File: src/rtl/rtoi_pkg.sv
// ----------------------------------------------------------------------------
// rtoi_pkg: shared types and constants for the radix text-to-integer parser
// Word formats for the character and result channels, status and register
// codes, and the character codes the parser recognises.
// ----------------------------------------------------------------------------
package rtoi_pkg;

    localparam int unsigned POSITION_BITS_DEFAULT = 16;
    localparam int unsigned CFG_INDEX_BITS        = 4;
    localparam int unsigned CFG_DATA_BITS         = 8;
    localparam int unsigned RADIX_BITS            = 6;
    localparam int unsigned MAG_BITS              = 31;
    localparam int unsigned CONSUMED_BITS         = 16;

    localparam logic [RADIX_BITS-1:0] RADIX_RESET = 6'd10;
    localparam logic [RADIX_BITS-1:0] RADIX_MIN   = 6'd2;
    localparam logic [RADIX_BITS-1:0] RADIX_MAX   = 6'd36;

    localparam logic [7:0] CH_NUL   = 8'd0;
    localparam logic [7:0] CH_SPACE = 8'd32;
    localparam logic [7:0] CH_TAB   = 8'd9;
    localparam logic [7:0] CH_CR    = 8'd13;
    localparam logic [7:0] CH_PLUS  = 8'd43;
    localparam logic [7:0] CH_MINUS = 8'd45;
    localparam logic [7:0] CH_ZERO  = 8'd48;
    localparam logic [7:0] CH_NINE  = 8'd57;
    localparam logic [7:0] CH_UPPER = 8'd65;
    localparam logic [7:0] CH_LOWER = 8'd97;
    localparam logic [7:0] LETTERS  = 8'd26;
    localparam logic [5:0] LETTER_BASE = 6'd10;

    typedef enum logic [CFG_INDEX_BITS-1:0] {
        CFG_RADIX = 4'd0,
        CFG_CAPS  = 4'd1
    } t_cfg_index;

    typedef enum logic [1:0] {
        ST_OK       = 2'd0,
        ST_INVALID  = 2'd1,
        ST_OVERFLOW = 2'd2
    } t_status;

    typedef struct packed {
        logic [7:0] ch;
        logic       start_req;
    } t_in_word;

    typedef struct packed {
        logic signed [31:0]       value;
        logic [CONSUMED_BITS-1:0] consumed;
        t_status                  status;
    } t_out_word;

    // Classification of one character against the current radix and case
    typedef struct packed {
        logic            is_nul;
        logic            is_space;
        logic            is_sign;
        logic            is_minus;
        logic            digit_ok;
        logic [5:0]      digit;
    } t_char_class;

endpackage

File: src/rtl/rtoi_digit.sv
// ----------------------------------------------------------------------------
// rtoi_digit: character classifier
// Flags terminators and signs, and gives the digit value of a character
// when it is a legal digit in the given radix and letter case.
// ----------------------------------------------------------------------------
module rtoi_digit (
    input  logic [7:0]                    i_ch,
    input  logic [rtoi_pkg::RADIX_BITS-1:0] i_radix,
    input  logic                          i_caps,
    output rtoi_pkg::t_char_class         o_class
);
    import rtoi_pkg::*;

    logic [7:0] first;
    logic [7:0] num_off;
    logic [7:0] let_off;
    logic       is_num;
    logic       is_let;
    logic [5:0] dval;

    always_comb begin
        first   = i_caps ? CH_UPPER : CH_LOWER;
        num_off = i_ch - CH_ZERO;
        let_off = i_ch - first;
        is_num  = (i_ch >= CH_ZERO) && (i_ch <= CH_NINE);
        is_let  = (i_ch >= first) && (let_off < LETTERS);
        dval    = is_num ? num_off[5:0] : (let_off[5:0] + LETTER_BASE);

        o_class.is_nul   = (i_ch == CH_NUL);
        o_class.is_space = (i_ch == CH_SPACE) || ((i_ch >= CH_TAB) && (i_ch <= CH_CR));
        o_class.is_sign  = (i_ch == CH_PLUS) || (i_ch == CH_MINUS);
        o_class.is_minus = (i_ch == CH_MINUS);
        o_class.digit_ok = (is_num || is_let) && (dval < i_radix);
        o_class.digit    = dval;
    end

endmodule

File: src/rtl/rtoi_accum.sv
// ----------------------------------------------------------------------------
// rtoi_accum: parse state and single-step update
// Holds phase, magnitude, sign and position; works out one character per
// step and raises a result when the token ends.
// ----------------------------------------------------------------------------
module rtoi_accum #(
    parameter int unsigned POSITION_BITS = rtoi_pkg::POSITION_BITS_DEFAULT
) (
    input  logic                            i_clk,
    input  logic                            i_rst_n,
    input  logic                            i_step,
    input  rtoi_pkg::t_in_word              i_word,
    input  logic [rtoi_pkg::RADIX_BITS-1:0] i_radix,
    input  logic                            i_caps,
    output logic                            o_emit,
    output rtoi_pkg::t_out_word             o_result
);
    import rtoi_pkg::*;

    typedef enum logic [1:0] {
        PH_SKIP   = 2'd0,
        PH_DIGITS = 2'd1,
        PH_DONE   = 2'd2
    } t_phase;

    localparam int unsigned CW  = (POSITION_BITS > CONSUMED_BITS) ? POSITION_BITS
                                                                  : CONSUMED_BITS;
    localparam int unsigned PRW = MAG_BITS + RADIX_BITS;

    t_phase                   r_phase, n_phase;
    logic [MAG_BITS-1:0]      r_mag, n_mag;
    logic                     r_neg, n_neg;
    logic [POSITION_BITS-1:0] r_pos, n_pos;

    t_phase                   cur_phase;
    logic [MAG_BITS-1:0]      cur_mag;
    logic                     cur_neg;
    logic [POSITION_BITS-1:0] cur_pos;
    logic [POSITION_BITS-1:0] pos_inc;
    logic [CW-1:0]            pos_ext;
    logic [PRW-1:0]           product;
    logic [PRW-1:0]           next_mag;
    logic [31:0]              mag_ext;
    t_char_class              cls;

    rtoi_digit u_digit (
        .i_ch    (i_word.ch),
        .i_radix (i_radix),
        .i_caps  (i_caps),
        .o_class (cls)
    );

    always_comb begin
        // a start request clears the state before the character is seen
        cur_phase = i_word.start_req ? PH_SKIP : r_phase;
        cur_mag   = i_word.start_req ? '0 : r_mag;
        cur_neg   = i_word.start_req ? 1'b0 : r_neg;
        cur_pos   = i_word.start_req ? '0 : r_pos;

        pos_inc  = (cur_pos == '1) ? cur_pos : cur_pos + 1'b1;
        pos_ext  = CW'(cur_pos);
        product  = PRW'(cur_mag) * PRW'(i_radix);
        next_mag = product + PRW'(cls.digit);
        mag_ext  = {1'b0, cur_mag};

        n_phase = cur_phase;
        n_mag   = cur_mag;
        n_neg   = cur_neg;
        n_pos   = cur_pos;
        o_emit  = 1'b0;

        o_result.value    = '0;
        o_result.status   = ST_OK;
        o_result.consumed = (pos_ext > CW'({CONSUMED_BITS{1'b1}}))
                          ? {CONSUMED_BITS{1'b1}} : pos_ext[CONSUMED_BITS-1:0];

        case (cur_phase)
            PH_SKIP, PH_DIGITS: begin
                if (cur_phase == PH_SKIP && cls.is_space) begin
                    n_pos = pos_inc;
                end else if (cur_phase == PH_SKIP && cls.is_nul) begin
                    o_emit  = 1'b1;
                    n_phase = PH_DONE;
                end else if (cur_phase == PH_SKIP && cls.is_sign) begin
                    n_phase = PH_DIGITS;
                    n_neg   = cls.is_minus;
                    n_pos   = pos_inc;
                end else if (cls.is_nul || cls.is_space) begin
                    o_emit         = 1'b1;
                    n_phase        = PH_DONE;
                    o_result.value = cur_neg ? -mag_ext : mag_ext;
                end else if (!cls.digit_ok) begin
                    o_emit          = 1'b1;
                    n_phase         = PH_DONE;
                    o_result.status = ST_INVALID;
                end else if (next_mag[PRW-1:MAG_BITS] != '0) begin
                    o_emit          = 1'b1;
                    n_phase         = PH_DONE;
                    o_result.status = ST_OVERFLOW;
                end else begin
                    n_phase = PH_DIGITS;
                    n_mag   = next_mag[MAG_BITS-1:0];
                    n_pos   = pos_inc;
                end
            end
            default: begin
                // finished: hold until the next start request
            end
        endcase
    end

    always_ff @(posedge i_clk) begin
        if (!i_rst_n) begin
            r_phase <= PH_SKIP;
            r_mag   <= '0;
            r_neg   <= 1'b0;
            r_pos   <= '0;
        end else if (i_step) begin
            r_phase <= n_phase;
            r_mag   <= n_mag;
            r_neg   <= n_neg;
            r_pos   <= n_pos;
        end
    end

endmodule

File: src/rtl/radix_text_to_integer_parser_core.sv
// ----------------------------------------------------------------------------
// radix_text_to_integer_parser_core: streaming radix string-to-integer parser
// Takes one character word at a time and emits a signed value, a consumed
// count and a status word when a token ends.
//
//   channel  direction  handshake                 word
//   in       slave      i_in_valid / o_in_ready   t_in_word  {ch, start_req}
//   out      master     o_out_valid / i_out_ready t_out_word {value, consumed, status}
//   cfg      slave      i_cfg_valid / o_cfg_ready index + data, 0 radix, 1 capitals
//
// One character word per cycle sustained while no held result stalls it; a result
// passes from its character through the input register, then the result register.
// The multiply-add of magnitude by radix sits between these two registers.
// Reset is synchronous and returns the parse to whitespace skipping, radix
// ten and lower-case letters. A held result stalls the input register only
// when the waiting character would itself produce a result.
// ----------------------------------------------------------------------------
module radix_text_to_integer_parser_core #(
    parameter int unsigned POSITION_BITS = rtoi_pkg::POSITION_BITS_DEFAULT
) (
    input  logic                                i_clk,
    input  logic                                i_rst_n,
    input  logic                                i_in_valid,
    output logic                                o_in_ready,
    input  rtoi_pkg::t_in_word                  i_in_data,
    output logic                                o_out_valid,
    input  logic                                i_out_ready,
    output rtoi_pkg::t_out_word                 o_out_data,
    input  logic                                i_cfg_valid,
    output logic                                o_cfg_ready,
    input  logic [rtoi_pkg::CFG_INDEX_BITS-1:0] i_cfg_index,
    input  logic [rtoi_pkg::CFG_DATA_BITS-1:0]  i_cfg_data
);
    import rtoi_pkg::*;

    logic [RADIX_BITS-1:0] r_radix;
    logic                  r_caps;
    logic [RADIX_BITS-1:0] radix_eff;

    logic      r_in_vld;
    t_in_word  r_in_word;
    logic      r_out_vld;
    t_out_word r_out_word;

    logic      emit;
    t_out_word result;
    logic      out_free;
    logic      step;

    assign o_cfg_ready = 1'b1;

    always_ff @(posedge i_clk) begin
        if (!i_rst_n) begin
            r_radix <= RADIX_RESET;
            r_caps  <= 1'b0;
        end else if (i_cfg_valid) begin
            case (t_cfg_index'(i_cfg_index))
                CFG_RADIX: r_radix <= i_cfg_data[RADIX_BITS-1:0];
                CFG_CAPS:  r_caps  <= i_cfg_data[0];
                default: begin
                    // drop writes to unknown registers
                end
            endcase
        end
    end

    assign radix_eff = ((r_radix < RADIX_MIN) || (r_radix > RADIX_MAX)) ? RADIX_RESET
                                                                        : r_radix;

    rtoi_accum #(
        .POSITION_BITS (POSITION_BITS)
    ) u_accum (
        .i_clk    (i_clk),
        .i_rst_n  (i_rst_n),
        .i_step   (step),
        .i_word   (r_in_word),
        .i_radix  (radix_eff),
        .i_caps   (r_caps),
        .o_emit   (emit),
        .o_result (result)
    );

    assign out_free   = !r_out_vld || i_out_ready;
    assign step       = r_in_vld && (out_free || !emit);
    assign o_in_ready = !r_in_vld || step;

    always_ff @(posedge i_clk) begin
        if (!i_rst_n) begin
            r_in_vld  <= 1'b0;
            r_out_vld <= 1'b0;
        end else begin
            if (o_in_ready) begin
                r_in_vld <= i_in_valid;
            end
            if (step && emit) begin
                r_out_vld <= 1'b1;
            end else if (i_out_ready) begin
                r_out_vld <= 1'b0;
            end
        end
    end

    // payload registers: load the word on acceptance, the result on emission
    always_ff @(posedge i_clk) begin
        if (o_in_ready && i_in_valid) begin
            r_in_word <= i_in_data;
        end
        if (step && emit) begin
            r_out_word <= result;
        end
    end

    assign o_out_valid = r_out_vld;
    assign o_out_data  = r_out_word;

endmodule
File: config.mk
export PLATFORM = sky130hd
export DESIGN_NAME = radix_text_to_integer_parser_core
export DESIGN_NICKNAME = d
export VERILOG_FILES = /design/src/rtl/rtoi_pkg.sv /design/src/rtl/rtoi_digit.sv /design/src/rtl/rtoi_accum.sv /design/src/rtl/radix_text_to_integer_parser_core.sv
export SDC_FILE = /design/constraint.sdc
export NUM_CORES = 1
export LEC_CHECK = 0
export ABC_CLOCK_PERIOD_IN_PS = 19100
export BUFFER_PORTS_ARGS = -buffer_cell sky130_fd_sc_hd__buf_2
export CORE_ASPECT_RATIO = 1.25
export CORE_UTILIZATION = 25
export CTS_CLUSTER_DIAMETER = 30
export DETAILED_ROUTE_END_ITERATION = 16
export GPL_TIMING_DRIVEN = 0
export HOLD_SLACK_MARGIN = 0.12
export PLACE_DENSITY = 0.49
export SETUP_SLACK_MARGIN = 0.15
export SYNTH_ARGS = -nofsm -noshare
export SYNTH_HDL_FRONTEND = slang
export SYNTH_SLANG_ARGS = --single-unit
File: constraint.sdc
create_clock -name i_clk -period 19.1 [get_ports i_clk]
set_input_delay 1.91 -clock i_clk [delete_from_list [all_inputs] [get_ports i_clk]]
set_output_delay 1.91 -clock i_clk [all_outputs]
set_load 0.05 [all_outputs]
==> results_dict.tcl, run 1 <==
set metrics [dict create \
    outcome "finished clean" \
    hp-class "reg -> reg" \
    synth_ff_type "edfxtp_1" \
    die_w_um 200.9 \
    grt_pass1_wl_um 64670 \
    cp.arrival_ns 9.56 \
    setup_ws_ns 7.630 \
    clkSinkCount 118 \
    drive_gt1_frac 0.1054 \
    clk_pin_slew_ns 0.06 \
    drc_errors 0 \
    rsz0062_at_grt "false" \
    initial_core_util 0.2546 \
    synth_edf_count 59 \
    pre_cts_ws_ns 8.100 \
    track_usage 0.1658 \
    synth-seq-area-share 0.2389 \
    wl_per_cell_um 19.16 \
    area_growth_pct 15.29 \
    dpl-instance-area_sq_um 13590 \
    max_cap_viol_count 0 \
    io-pin-count 79 \
    core_area_sq_um 48530 \
    grtUsageMet2 0.3188 \
    rows 90 \
    p_leak_nw 6.277 \
    grt.overflow.total 0 \
    fin_area_sq_um 14250 \
    synth.distinct_cells 83 \
    synth_nets 1631 \
    ys_warn_count 0 \
    postRouteWirelength_um 41060 \
    setup-tns-final_ns 0 \
    htreeDepth 4 \
    p_per_area_nw_per_um2 52.15 \
    grt_max_degree 17 \
    tritoncts.num_buffers 17 \
    period_share 0.6005 \
    gp_congestion 0.9092 \
    root_buffer "clkbuf_16" \
    numPortBuffers 75 \
    drt_iter0_drc 702 \
    cts_hold_buffers 0 \
    layout_commonest_cell "nor2_1" \
    combinationalPowerShare 0.140 \
    layout.nets 1729 \
    critPathKind "reg -> out" \
    cts_resized 0 \
    firstDrtPassIters 5 \
    cts_tree "done" \
    relSlewSlack 0.2939 \
    grt_pass1_vias 11390 \
    layout_common_cells "nor2_1, fa_1, nand2_1" \
    setup-violations-final 0 \
    min_period_ns 11.47 \
    busiest_layer "met2" \
    end_kind "primary output" \
    clockPowerShare 0.482 \
    diodes 0 \
    crit_top_cell "clkbuf_1" \
    vias 10810 \
    seqPwrFrac 0.378 \
    die_h_um 250.6 \
    finalPower_mw 0.7430 \
    fmax_mhz 87.19 \
    post-cts-setup-buffer-count 0 \
    netlist_instances 1388 \
    viasPerCell 5.046 \
    use_met3 0.02082 \
    ys_seq_elements 118 \
    cp-start-kind "flop" \
    power.share.switching 0.2778 \
    die_area_sq_um 50330 \
    switchingPower_mw 0.2064 \
    clk_path_buf_depth 2 \
    syn_avg_cell_area_sq_um 8.904 \
    cpMaxStageDelayCell "nor4b_4" \
    power.internal_mw 0.5366 \
    ys_async_sr_fraction 0 \
    path_max_fanout 10 \
    hold_viol_final 0 \
    drv_slew 0 \
    detailed_place_hpwl_um 33310 \
    worstPathCellList "clkbuf_1 -> clkbuf_1 -> inv_1 -> clkbuf_1 -> clkbuf_1 -> nand2_1 -> nor2_1 -> fa_1 -> fa_1 -> fa_1 -> ha_1 -> ha_1 -> clkbuf_1 -> nand4_1 -> nor3_1 -> and4_1 -> o311ai_1 -> a31oi_1 -> nand4b_2 -> nor4b_4 -> nor2_1 -> nand3_1 -> buf_2" \
    max-vdd-ir-drop_uv 45.58 \
    crit_required_ns 17.19 \
    synthesis.area_sq_um 12360 \
    grtUsageMet1 0.1833 \
    skew_ns 0.009159 \
    ant_nets 0 \
    clock_latency_ns 0.43 \
    worst_pin_slew_ns 1.050 \
    fillCellCount 5098 \
    critical-path-max-stage-delay_ns 0.73 \
    antenna_found_initial 1 \
]
[sequential cells by signal, summed over array words and instances, names as in the netlist]
signal	flops
o_out_data	50
o_out_valid	1
r_caps	1
r_in_vld	1
r_in_word	9
r_radix	6
u_accum.r_mag	31
u_accum.r_neg	1
u_accum.r_phase	2
u_accum.r_pos	16
[final cells by class]
| type | instances | area [sq um] | area share |
|---|---|---|---|
| repair buffers | 79 | 420.4 | 0.02951 |
| flip-flops and latches | 118 | 2953 | 0.2073 |
| multi-input cells | 1134 | 8836 | 0.6202 |
| plain buffers | 75 | 351.6 | 0.02468 |
| clock buffers | 17 | 425.4 | 0.02986 |
| inverters | 61 | 229.0 | 0.01607 |
| clock inverters | 15 | 226.5 | 0.01590 |
| well taps | 644 | 805.8 | 0.05656 |
[layer usage]
metal  share of wire  routed length (um)  vias up
met1            0.40               16490     5360
met5         0.00017                   7        -
li1                -                   -     5044
met2            0.53               21880      333
met4           0.029                1204        2
met3           0.036                1480       75
[critical path, delay by kind of cell (launching register included)]
family                     cells  cell delay, ns
and+or+nand+nor                9            3.17
buffers and inverters          7            2.86
adders and majority gates      5            2.13
DFF                            1            0.49
AOI/OAI and AO/OA              2            0.46
[synth_stat cells (all sizes together), types with 31 or more instances]
master    n  share of area
o21ai    61          0.025
fa      120           0.19
a21oi    70          0.029
inv      60          0.018
dfxtp    59          0.096
ha       97          0.098
nor2    275          0.084
edfxtp   59           0.14
clkbuf   50          0.015
nand2   112          0.034
xor2     42          0.030
a22o     31          0.022
[path summary, 6_finish.rpt]
path / startpoint / end / slack (ns) / depth (start not counted)
setup reg to reg: r_in_word[0] / o_out_data[44] / 8.78 / 25
setup / recovery: r_in_word[0] / o_in_ready / 7.63 / 23
hold reg to reg: u_accum.r_phase[0] / u_accum.r_phase[0] / 0.51 / 2
hold / removal: u_accum.r_phase[0] / u_accum.r_phase[0] / 0.51 / 2
[stage by stage]
stage          utilization  std cells  hold WS [ns]
6_report            0.2936       2143        0.5128
5_1_grt             0.2936       2143        0.5603
4_1_cts             0.2934       2143        0.5054
3_5_place_dp        0.2800       2111        0.4982
3_3_place_gp        0.2790       2107        0.4791
2_1_floorplan            -       1388        0.4586
[logic make-up after synthesis]
kind of cell    Yosys count  synth area share
simple gates            545            0.1987
xor+xnor                 66           0.04677
mux                      13           0.01083
other cells               1         0.0003034
flops                   118            0.2389
compound gates          292            0.1648
fa+ha+maj               217            0.2926
buf+inv                 136           0.04698
[power by group through the flow]
stage          clock, mW  sequential [mW]  combinational [mW]
2_1_floorplan          0            0.306              0.0515
3_3_place_gp           0            0.288               0.102
3_5_place_dp           0            0.286               0.104
4_1_cts            0.361            0.281               0.105
5_1_grt            0.372            0.282               0.113
6_report           0.358            0.281               0.104
Power figures use the tool's default switching activity.
==> inputs of run 2 (changes only) <==
--- a/config.mk
+++ b/config.mk
@@ -5,7 +5,7 @@
 export SDC_FILE = /design/constraint.sdc
 export NUM_CORES = 1
 export LEC_CHECK = 0
-export ABC_CLOCK_PERIOD_IN_PS = 19100
+export ABC_CLOCK_PERIOD_IN_PS = 9600
 export BUFFER_PORTS_ARGS = -buffer_cell sky130_fd_sc_hd__buf_2
 export CORE_ASPECT_RATIO = 1.25
 export CORE_UTILIZATION = 25
@@ -13,7 +13,7 @@
 export DETAILED_ROUTE_END_ITERATION = 16
 export GPL_TIMING_DRIVEN = 0
 export HOLD_SLACK_MARGIN = 0.12
-export PLACE_DENSITY = 0.49
+export PLACE_DENSITY = 0.5
 export SETUP_SLACK_MARGIN = 0.15
 export SYNTH_ARGS = -nofsm -noshare
 export SYNTH_HDL_FRONTEND = slang
==> constraint.sdc (replaced) <==
create_clock -name i_clk -period 9.6 [get_ports i_clk]
set_input_delay 0.96 -clock i_clk [delete_from_list [all_inputs] [get_ports i_clk]]
set_output_delay 0.96 -clock i_clk [all_outputs]
set_load 0.05 [all_outputs]
==> results_dict.tcl, run 2 (synthesis gave the netlist of run 1 again) <==
set metrics [dict create \
    drt_iter0_drc 727 \
    skew_ns 0.01044 \
    grt_max_degree 22 \
    clock_latency_ns 0.44 \
    fmax_mhz 110.5 \
    hold_depth 2 \
    ff2ff_path_depth 25 \
    layout_commonest_cell "nor2_1" \
    numPortBuffers 75 \
    critPathKind "reg -> out" \
    instances_no_fill 2142 \
    gp_congestion 0.8959 \
    cp.arrival_ns 8.09 \
    detailed_place_hpwl_um 32630 \
    drv_slew 0 \
    p_per_area_nw_per_um2 98.22 \
    firstDrtPassIters 5 \
    relSlewSlack 0.2119 \
    drc_errors 0 \
    path_max_fanout 10 \
    viasPerCell 5.011 \
    grt.overflow.total 0 \
    layout.nets 1728 \
    grt_pass1_wl_um 64290 \
    tritoncts.num_buffers 17 \
    largest_reg_flops 50 \
    rows 90 \
    area_growth_pct 14.96 \
    antenna_found_initial 0 \
    clk_path_buf_depth 2 \
    setup-violations-final 0 \
    dp_cells 2109 \
    cp-start-kind "flop" \
    clk_pin_slew_ns 0.06 \
    ant_nets 0 \
    p_leak_nw 6.256 \
    core_area_sq_um 48530 \
    hold_viol_final 0 \
    period_share 0.9431 \
    wl_per_cell_um 18.89 \
    crit_required_ns 8.64 \
    rsz0062_at_grt "false" \
    hp-start "u_accum.r_phase[0]" \
    die_area_sq_um 50330 \
    io-pin-count 79 \
    hp-class "reg -> reg" \
    min_period_ns 9.054 \
    reg2reg_slack_ns 0.68 \
    worst_hold_slack_ns 0.5055 \
    htreeDepth 4 \
    postRouteWirelength_um 40460 \
    track_usage 0.1647 \
    vias 10730 \
    die_w_um 200.9 \
    drive_gt1_frac 0.1121 \
    die_h_um 250.6 \
    grt_pass1_vias 11330 \
    initial_core_util 0.2546 \
    cts_hold_buffers 0 \
    max-vdd-ir-drop_uv 89.33 \
    regToRegEndpoint "o_out_data[21]" \
    max_cap_viol_count 0 \
    whs_endpoint "u_accum.r_phase[0]" \
    end_kind "primary output" \
    root_buffer "clkbuf_16" \
    cts_tree "done" \
    outcome "finished clean" \
    diodes 0 \
    layout_common_cells "nor2_1, fa_1, nand2_1" \
    worst_pin_slew_ns 1.172 \
    r2r-start "r_in_word[0]" \
    clkSinkCount 118 \
]
run 2: cell count changes in the layout (fill, tap and decap cells not counted), moves of 4 or more:
| cell | previous run | this run |
|---|---|---|
| bufinv_16 | 5 | 1 |
| clkbuf_2 | 0 | 7 |
| clkbuf_1 | 50 | 44 |
| buf_6 | 11 | 7 |
run 2: final cells by class:
class	count	area (sq um)
clock inverters	15	142.6
multi-input cells	1134	8853
flip-flops and latches	118	2953
inverters	61	229.0
plain buffers	75	360.3
well taps	644	805.8
fillers	5122	34330
repair buffers	78	437.9
clock buffers	17	425.4
run 2: worst max path at each step:
stage                 start              to  cells after the start
4_1_cts        r_in_word[0]      o_in_ready                     26
3_5_place_dp   r_in_word[0]  o_out_data[43]                     24
2_1_floorplan  r_in_word[0]   o_out_data[0]                     25
3_3_place_gp   r_in_word[0]  o_out_data[44]                     22
6_report       r_in_word[0]      o_in_ready                     24
5_1_grt        r_in_word[0]      o_in_ready                     24
run 2: through the flow:
step	setup TNS, ns	cell area (sq um)	total power [mW]	setup WS, ns	util
after floorplan	0	12360	0.7119	0.9981	-
after global placement	-128.30	13540	0.7752	-2.527	0.2791
after detailed placement	-8.792	13610	0.7791	-0.2038	0.2803
after CTS	0	14190	1.402	0.2638	0.2924
after global routing	0	14210	1.440	0.1828	0.2927
final	0	14210	1.395	0.5462	0.2927
run 2: critical path, stage by stage (launching register included):
cell and delay, ns:
edfxtp_1 0.50, clkbuf_2 0.30, clkbuf_2 0.30, inv_1 0.26, clkbuf_2 0.40, nand2_1 0.30
or2_2 0.37, fa_1 0.49, fa_1 0.55, inv_1 0.05, fa_1 0.52, inv_1 0.06
fa_1 0.52, inv_1 0.04, ha_1 0.36, o211ai_1 0.13, o21a_1 0.24, a2111oi_2 0.53
o311ai_1 0.24, a31oi_1 0.27, nand4b_2 0.25, nor4b_4 0.38, nor2_2 0.15, nand3_1 0.13
buf_2 0.27
run 2: timing repair:
item,CTS,global route
setup buffers,1,0
setup endpoints to repair,60,51
resized for setup,5,8
pin swaps,1,0
run 2: layer usage:
layer | up-vias | wire [um] | GRT usage
met5 | - | 0 | 0
li1 | 5045 | - | -
met4 | 0 | 1132 | 0.05518
met2 | 301 | 21340 | 0.3098
met3 | 69 | 1418 | 0.01808
met1 | 5318 | 16570 | 0.1917
run 2: power breakdown:
part | total, mW | leakage [nW] | internal, mW | switching [mW]
sequential | 0.559 | 1.05 | 0.548 | 0.0104
clock | 0.625 | 0.269 | 0.360 | 0.265
combinational | 0.212 | 4.94 | 0.0599 | 0.152
total | 1.40 | 6.26 | 0.968 | 0.427
==> inputs of run 3 (changes only) <==
--- a/config.mk
+++ b/config.mk
@@ -8,12 +8,12 @@
 export ABC_CLOCK_PERIOD_IN_PS = 9600
 export BUFFER_PORTS_ARGS = -buffer_cell sky130_fd_sc_hd__buf_2
 export CORE_ASPECT_RATIO = 1.25
-export CORE_UTILIZATION = 25
+export CORE_UTILIZATION = 57
 export CTS_CLUSTER_DIAMETER = 30
 export DETAILED_ROUTE_END_ITERATION = 16
 export GPL_TIMING_DRIVEN = 0
 export HOLD_SLACK_MARGIN = 0.12
-export PLACE_DENSITY = 0.5
+export PLACE_DENSITY = 0.88
 export SETUP_SLACK_MARGIN = 0.15
 export SYNTH_ARGS = -nofsm -noshare
 export SYNTH_HDL_FRONTEND = slang
==> results_dict.tcl, run 3 (synthesis gave the netlist of run 1 again) <==
set metrics [dict create \
    instances_no_fill 1774 \
    worst_hold_slack_ns 0.5068 \
    drv_slew 0 \
    tritoncts.num_buffers 17 \
    seqCellArea_sq_um 2953 \
    fin_area_sq_um 13740 \
    fmax_mhz 110.2 \
    setup-tns-final_ns 0 \
    r2r-start "r_in_word[0]" \
    min_period_ns 9.075 \
    layout.nets 1730 \
    area_growth_pct 11.19 \
    detailed_place_hpwl_um 29520 \
    grt_pass1_vias 11610 \
    die_w_um 133.7 \
    grtUsageMet2 0.6069 \
    clkSinkCount 118 \
    setup_ws_ns 0.5248 \
    gp_congestion 0.9881 \
    cts_hold_buffers 0 \
    clk_pin_slew_ns 0.06 \
    crit_required_ns 9.78 \
    cp.arrival_ns 9.25 \
    diodes 0 \
    ff2ff_path_depth 24 \
    pre_cts_ws_ns -0.01727 \
    hold_viol_final 0 \
    wl_per_cell_um 21.17 \
    root_buffer "clkbuf_16" \
    grt_max_degree 25 \
    numPortBuffers 75 \
    antenna_found_initial 0 \
    track_usage 0.3562 \
    max-vdd-ir-drop_uv 97.21 \
    relSlewSlack 0.02432 \
    rsz0062_at_grt "false" \
    fillCellCount 1742 \
    utilization 0.6531 \
    ant_nets 0 \
    setup-violations-final 0 \
    postRouteWirelength_um 37550 \
    hp-start "r_caps" \
    period_share 0.9453 \
    reg2reg_slack_ns 0.52 \
    worst_pin_slew_ns 1.451 \
    hp-class "reg -> reg" \
    grt_pass1_wl_um 61060 \
    multiInputGateArea_sq_um 8848 \
    htreeDepth 4 \
    dp_cells 1740 \
    clock_latency_ns 0.43 \
    cts_tree "done" \
    clk_path_buf_depth 2 \
    cpMaxStageDelayCell "o31ai_1" \
    p_per_area_nw_per_um2 101.3 \
    io-pin-count 79 \
    p_leak_nw 6.258 \
    firstDrtPassIters 9 \
    critical-path-max-stage-delay_ns 1.16 \
    finalPower_mw 1.392 \
    use_met3 0.06575 \
    drive_gt1_frac 0.1093 \
    dpl-instance-area_sq_um 13150 \
    layout_common_cells "nor2_1, fa_1, nand2_1" \
    drc_errors 0 \
    critPathKind "reg -> reg" \
    layout_commonest_cell "nor2_1" \
    skew_ns 0.01285 \
    initial_core_util 0.5874 \
    grtUsageMet1 0.4182 \
    grt.overflow.total 0 \
    vias 11390 \
    outcome "finished clean" \
    die_h_um 166.6 \
    path_max_fanout 24 \
    largest_reg_flops 50 \
    worstPathCellList "clkbuf_2 -> inv_1 -> clkbuf_2 -> buf_1 -> nand2_1 -> nor2_1 -> fa_1 -> fa_1 -> fa_1 -> ha_1 -> ha_1 -> clkbuf_1 -> nand2_1 -> o21ai_0 -> o21ai_0 -> a2111o_1 -> a211oi_2 -> nor3_1 -> nor4b_4 -> buf_4 -> o31ai_1 -> nor3_4 -> buf_16 -> buf_16" \
    max_cap_viol_count 0 \
    core_area_sq_um 21040 \
    busiest_layer "met2" \
    cp-start-kind "flop" \
    hold_depth 2 \
    drt_iter0_drc 1242 \
    whs_endpoint "r_caps" \
    regToRegEndpoint "o_out_data[43]" \
    end_kind "flop" \
    die_area_sq_um 22280 \
    rows 59 \
    crit_top_cell "fa_1" \
    viasPerCell 6.419 \
]
run 3: cell count changes in the layout (fill, tap and decap cells not counted), sizes merged:
cell,change
buf,+4
clkinv,+2
inv,-2
clkbuf,-1
clkinvlp,-1
run 3: power by group:
group | internal (mW) | switching [mW]
Sequential | 0.548 | 0.00947
Clock | 0.358 | 0.262
Combinational | 0.0608 | 0.153
Total | 0.967 | 0.425
run 3: area by class of cell:
cell class | count | share of cell area
buffer | 74 | 0.02568
clock buffer | 18 | 0.03123
clock inverter | 14 | 0.009288
inverter | 61 | 0.01666
multi-input combinational | 1134 | 0.6440
sequential | 118 | 0.2149
tap | 274 | 0.02495
timing repair buffer | 81 | 0.03333
run 3: critical path, delay by kind of cell, from the launching register on:
kind,cells,cell delay (ns)
AO/OA/AOI/OAI,5,2.70
adder cells (fa/ha/maj),5,2.11
buffers and inverters,8,2.31
flip-flops,1,0.43
AND/OR/NAND/NOR,6,1.21
run 3: worst max path at each step:
stage	cells after the start	start	slack (ns)	endpoint
after floorplan	25	r_in_word[0]	1.0	o_out_data[0]
after global placement	24	r_in_word[0]	-1.45	o_out_data[41]
after detailed placement	25	r_in_word[0]	-0.02	o_out_data[40]
after CTS	24	r_in_word[0]	0.18	o_in_ready
after global routing	23	r_in_word[0]	0.17	o_in_ready
final	24	r_in_word[0]	0.52	o_out_data[43]
run 3: layer usage:
metal | up-vias | wire length (um)
li1 | 5042 | -
met2 | 681 | 18700
met5 | - | 0
met1 | 5478 | 13610
met3 | 187 | 3203
met4 | 0 | 2039
run 3: repair_timing:
item,4_1_cts,5_1_grt
endpoints found under the setup margin,45,56
resized for setup,3,6
setup buffers,3,0
